$ cat src/npim_pkg.sv
// shared types and constants for the nearest palette index mapper
`timescale 1ns / 1ps

package npim_pkg;

  // field widths fixed by the interface
  localparam int unsigned CHAN_W = 8;
  localparam int unsigned IDX_W  = 8;
  localparam int unsigned CFG_W  = 9;
  localparam int unsigned RGB_W  = 3 * CHAN_W;
  localparam int unsigned SQ_W   = 2 * CHAN_W;
  localparam int unsigned DIST_W = SQ_W + 2;

  // request function codes
  localparam logic FUNC_WRITE = 1'b0;
  localparam logic FUNC_PIXEL = 1'b1;

  // configuration register indexes
  localparam logic CFG_ALPHA_THR = 1'b0;
  localparam logic CFG_COLORS    = 1'b1;

  // configuration reset values
  localparam logic [CFG_W-1:0] ALPHA_THR_RST = 9'd64;
  localparam logic [CFG_W-1:0] COLORS_RST    = 9'd256;

  // controller states
  typedef enum logic [1:0] {
    S_IDLE,
    S_SEARCH,
    S_DRAIN,
    S_DONE
  } state_e;

  // tag that travels with each palette read through the distance pipeline
  typedef struct packed {
    logic             vld;
    logic             first;
    logic             last;
    logic [IDX_W-1:0] idx;
  } rd_tag_t;

endpackage

$ cat src/npim_dist.sv
// two-stage squared rgb distance pipeline
`timescale 1ns / 1ps

module npim_dist (
  input  logic                          clk_i,
  input  logic                          rst_ni,
  input  npim_pkg::rd_tag_t             tag_i,
  input  logic [npim_pkg::RGB_W-1:0]    entry_i,
  input  logic [npim_pkg::CHAN_W-1:0]   red_i,
  input  logic [npim_pkg::CHAN_W-1:0]   green_i,
  input  logic [npim_pkg::CHAN_W-1:0]   blue_i,
  output npim_pkg::rd_tag_t             tag_o,
  output logic [npim_pkg::DIST_W-1:0]   dist_o
);

  logic [npim_pkg::CHAN_W-1:0] ent_r, ent_g, ent_b;
  logic [npim_pkg::CHAN_W-1:0] dr, dg, db;
  logic [npim_pkg::SQ_W-1:0]   sq_r_q, sq_g_q, sq_b_q;
  logic [npim_pkg::DIST_W-1:0] dist_q;
  npim_pkg::rd_tag_t           tag1_q, tag2_q;

  // split entry and take absolute differences
  assign ent_r = entry_i[3*npim_pkg::CHAN_W-1:2*npim_pkg::CHAN_W];
  assign ent_g = entry_i[2*npim_pkg::CHAN_W-1:npim_pkg::CHAN_W];
  assign ent_b = entry_i[npim_pkg::CHAN_W-1:0];
  assign dr = (ent_r > red_i)   ? (ent_r - red_i)   : (red_i - ent_r);
  assign dg = (ent_g > green_i) ? (ent_g - green_i) : (green_i - ent_g);
  assign db = (ent_b > blue_i)  ? (ent_b - blue_i)  : (blue_i - ent_b);

  // stage one: squares
  always_ff @(posedge clk_i) begin
    sq_r_q <= npim_pkg::SQ_W'(dr) * npim_pkg::SQ_W'(dr);
    sq_g_q <= npim_pkg::SQ_W'(dg) * npim_pkg::SQ_W'(dg);
    sq_b_q <= npim_pkg::SQ_W'(db) * npim_pkg::SQ_W'(db);
  end

  // stage two: sum of squares
  always_ff @(posedge clk_i) begin
    dist_q <= npim_pkg::DIST_W'(sq_r_q) + npim_pkg::DIST_W'(sq_g_q)
            + npim_pkg::DIST_W'(sq_b_q);
  end

  // tag pipeline, valid cleared at reset
  always_ff @(posedge clk_i or negedge rst_ni) begin
    if (!rst_ni) begin
      tag1_q <= '0;
      tag2_q <= '0;
    end else begin
      tag1_q <= tag_i;
      tag2_q <= tag1_q;
    end
  end

  assign tag_o  = tag2_q;
  assign dist_o = dist_q;

endmodule

$ cat config.mk
export PLATFORM = sky130hd
export DESIGN_NAME = npim_dist
export DESIGN_NICKNAME = d
export VERILOG_FILES = /design/src/npim_pkg.sv /design/src/npim_dist.sv
export SDC_FILE = /design/constraint.sdc
export NUM_CORES = 1
export LEC_CHECK = 0
export BUFFER_PORTS_ARGS = -buffer_cell sky130_fd_sc_hd__buf_2
export CAP_MARGIN = 20
export CORE_AREA = 2 2 151 153
export DETAILED_ROUTE_END_ITERATION = 7
export DIE_AREA = 0 0 153 155
export HOLD_SLACK_MARGIN = 0.05
export SLEW_MARGIN = 20
export SYNTH_ARGS = -nofsm -noshare
export SYNTH_HDL_FRONTEND = slang
export SYNTH_SLANG_ARGS = --single-unit
$ cat constraint.sdc
create_clock -name clk_i -period 3.4 [get_ports clk_i]
set_input_delay 0.68 -clock clk_i [delete_from_list [all_inputs] [get_ports clk_i]]
set_output_delay 0.68 -clock clk_i [all_outputs]
set_load 0.02 [all_outputs]
==> impl_metrics.sql <==
INSERT INTO impl_metrics (metric_group, metric, value, unit) VALUES
('status', 'run_status', 'complete, but fails checks', ''),
('status', 'violated_checks', 'setup timing', ''),
('layout', 'n_fill_cell', '1832', ''),
('place', 'port-buffer-count', '89', ''),
('layout', 'n_antenna_cell', '0', ''),
('routing', 'detail_route.first_pass.iterations', '4', ''),
('synth', 'ys_ff_latch', '85', ''),
('routing', 'viasPerCell', '4.74', ''),
('layout', 'layout.cells.most_common', 'buf_4', ''),
('grt', 'global_route_wire_length_before_repair', '36500', 'um'),
('synth', 'synth_top_flop_cell', 'dfxtp_1', ''),
('worst_setup_path', 'cp.buffers_inverters', '7', ''),
('grt', 'grt_antenna_before_repair', '0', ''),
('synth', 'yosysTopAreaCellShare', '0.198', ''),
('cts', 'clkSinkCount', '85', ''),
('synth', 'yosys.cell_types.count', '67', ''),
('sta', 'pin_slew_with_the_least_headroom_to_its_limit', '0.560', 'ns'),
('sta', 'postLayoutSetupSlackWorst', '-2.55', 'ns'),
('sta', 'report.final.slew_viol_count', '0', ''),
('routing', 'drc_errors', '0', ''),
('floorplanning', 'fp.dieArea', '23700', 'um2'),
('cts', 'cts_buffer_depth', '2', ''),
('place', 'dpl_hpwl', '17400', 'um'),
('grt', 'global_route.overflow_total', '0', ''),
('worst_setup_path', 'critical_path.top_delay_family', 'adder cells', ''),
('floorplanning', 'die_h', '155', 'um'),
('synth', 'synth-edff-count', '0', ''),
('routing', 'first_iter_violations', '236', ''),
('synth', 'synth-async-reset-ratio', '0.259', ''),
('synth', 'syn_area_per_cell', '9.45', 'um2'),
('synth', 'synth.yosys.warnings', '0', ''),
('layout', 'proportion_of_layout_cells_with_a_drive_suffix_above_1', '0.435', ''),
('layout', 'mostFrequentLayoutCells', 'buf_4 (248), inv_1 (155), ha_1 (119)', ''),
('grt', 'grt_pass1_vias', '8072', ''),
('routing', 'route.antenna.remaining_nets', '0', ''),
('cts', 'cts.clk_slew.worst_paths', '0.07', 'ns'),
('layout', 'finish.net_count', '1710', ''),
('place', 'dpl-instance-area', '12800', 'um2'),
('sta', 'timing.slew.headroom', '0.623', ''),
('routing', 'routed_wirelength', '21000', 'um'),
('synth', 'synth.area.top_cells', 'fa_1 (20%), ha_1 (19%), dfxtp_1 (13%), inv_1 (7.6%), dfrtp_1 (5.6%)', ''),
('worst_setup_path', 'rr_worst_depth', '10', ''),
('floorplanning', 'die_width', '153', 'um'),
('synth', 'post_synth_instance_area', '9780', 'um2'),
('sta', 'period_needed', '5.95', 'ns'),
('synth', 'synth_sequential_area_ratio', '0.185', ''),
('layout', 'finish.instance_area', '14200', 'um2'),
('worst_setup_path', 'critical-path-top-cell-by-count', 'fa_1', ''),
('synth', 'synth_cells', '1035', ''),
('floorplanning', 'start_util', '0.440', ''),
('sta', 'timing_hold_violations_final', '0', ''),
('cts', 'post_cts_hold_buffer_count', '0', ''),
('worst_setup_path', 'worst-path-stages', '25', ''),
('cts', 'tritoncts_clock_tree', 'done', ''),
('cts', 'clock_latency', '0.35', 'ns'),
('worst_setup_path', 'slowest_stage', 'fa_1', ''),
('grt', 'grtUsageTotal', '0.183', ''),
('min_path', 'worst_hold_path_type', 'in -> async', ''),
('cts', 'cts_root_buf', 'clkbuf_16', ''),
('worst_setup_path', 'critPathKind', 'in -> reg', ''),
('worst_setup_path', 'crit_path_max_incr_delay', '0.54', 'ns'),
('floorplanning', 'ioPinCount', '90', ''),
('worst_setup_path', 'cp_max_fo', '5', ''),
('worst_setup_path', 'crit_required', '3.63', 'ns'),
('place', 'gp_congestion', '0.825', ''),
('floorplanning', 'core.rowCount', '55', ''),
('worst_setup_path', 'crit_path_start_kind', 'input pin', ''),
('run', 'max_cap_viol_count', '0', ''),
('sta', 'setup_viol', '36', ''),
('sta', 'max_freq', '0.168', 'GHz'),
('grt', 'largest_net_degree_at_the_start_of_global_routing', '23', ''),
('routing', 'wire_per_inst', '12.4', 'um'),
('cts', 'cts-htree-levels', '3', ''),
('worst_setup_path', 'worst-endpoint-arrival', '6.18', 'ns'),
('sta', 'clock_skew', '0.00893', 'ns'),
('routing', 'vias', '8020', ''),
('floorplanning', 'area_of_the_core', '22200', 'um2'),
('sta', 'setup_total_negative_slack', '-68.35', 'ns'),
('layout', 'syn_to_final_growth', '45.5', '%'),
('cts', 'cts_buffers', '9', ''),
('sta', 'min_period_over_period', '1.75', ''),
('sta', 'rsz0062_at_grt', 'true', ''),
('synth', 'synth_largest_area_cell', 'fa_1', ''),
('worst_setup_path', 'type_of_destination_of_the_critical_path', 'flop', '');
==> final cells by class <==
| type | count | area, um2 | area share |
|---|---|---|---|
| sequential | 85 | 1810 | 0.127 |
| clock inverter | 6 | 56.3 | 0.00395 |
| multi-input combinational | 731 | 8170 | 0.574 |
| timing repair buffer | 375 | 2800 | 0.197 |
| tap | 285 | 357 | 0.0250 |
| clock buffer | 10 | 250 | 0.0176 |
| inverter | 201 | 795 | 0.0558 |
==> kinds of logic (layout without fill, tap and decap cells) <==
family / count (synthesis) / count (layout) / share of synthesized area
muxes: 19 / 19 / 0.0237
adders and majority gates: 246 / 246 / 0.389
DFF: 85 / 85 / 0.185
AOI/OAI and AO/OA: 171 / 171 / 0.121
xor gates and xnor gates: 76 / 76 / 0.0811
buffers and inverters: 221 / 592 / 0.0904
other: 1 / 3 / 0.000383
and+or+nand+nor: 216 / 216 / 0.109
==> sequential cells by signal, summed over array words and instances, names as in the netlist <==
name and flops:
dist_o 18, sq_b_q 15, sq_g_q 15, sq_r_q 15, tag1_q 11, tag_o 11
==> Yosys cell counts (5+ instances only) <==
cell and instances:
or2_1 6, buf_2 5, xnor2_1 46, a21o_1 32, a31oi_1 7, o21ai_0 21, o21bai_1 6, ha_1 149
nand3b_1 8, nand2b_1 10, fa_1 97, o21a_1 6, nand4_1 8, xor2_1 19, buf_4 5, or2_2 13
inv_1 199, dfrtp_1 22, nor2_1 96, o22ai_1 5, clkbuf_1 6, mux2i_1 15, nor3_1 13, nor2_2 6
nand2_1 30, a21oi_1 59, dfxtp_1 63
==> layer usage <==
metal | global-route usage | routed length [um] | vias up
met5 | 0 | 0 | -
met4 | 0.0304 | 216 | 0
met3 | 0.0276 | 601 | 16
met2 | 0.316 | 10500 | 103
met1 | 0.248 | 9690 | 3824
li1 | - | - | 4077
==> per-stage QoR <==
step	utilization	setup slack, ns	instances	hold slack [ns]
final	0.640	-2.55	1693	0.268
after global routing	0.640	-2.76	1693	0.305
after CTS	0.620	-2.52	1676	0.275
after detailed placement	0.577	-2.99	1638	0.335
after global placement	0.577	-2.90	1638	0.331
after floorplan	-	-2.68	1037	0.331
==> worst paths after layout <==
check	startpoint	end	slack (ns)
worst max-delay path	entry_i[16]	sq_r_q[12]	-2.55
worst min-delay path	rst_ni	tag_o[5]	0.27
worst max register to register	sq_r_q[3]	dist_o[16]	0.45
worst min register to register	tag1_q[3]	tag_o[3]	0.35
max in group asynchronous	rst_ni	tag1_q[0]	2.82
min in group clk_i	tag1_q[3]	tag_o[3]	0.35
==> timing repair <==
action	in CTS	in global routing
pin swaps	98	92
resized for setup	98	76
setup endpoints to repair	36	36
buffers inserted	24	21
Power is not shown: default switching activity piles up to over one toggle a cycle in this logic, so the estimate is an artifact.
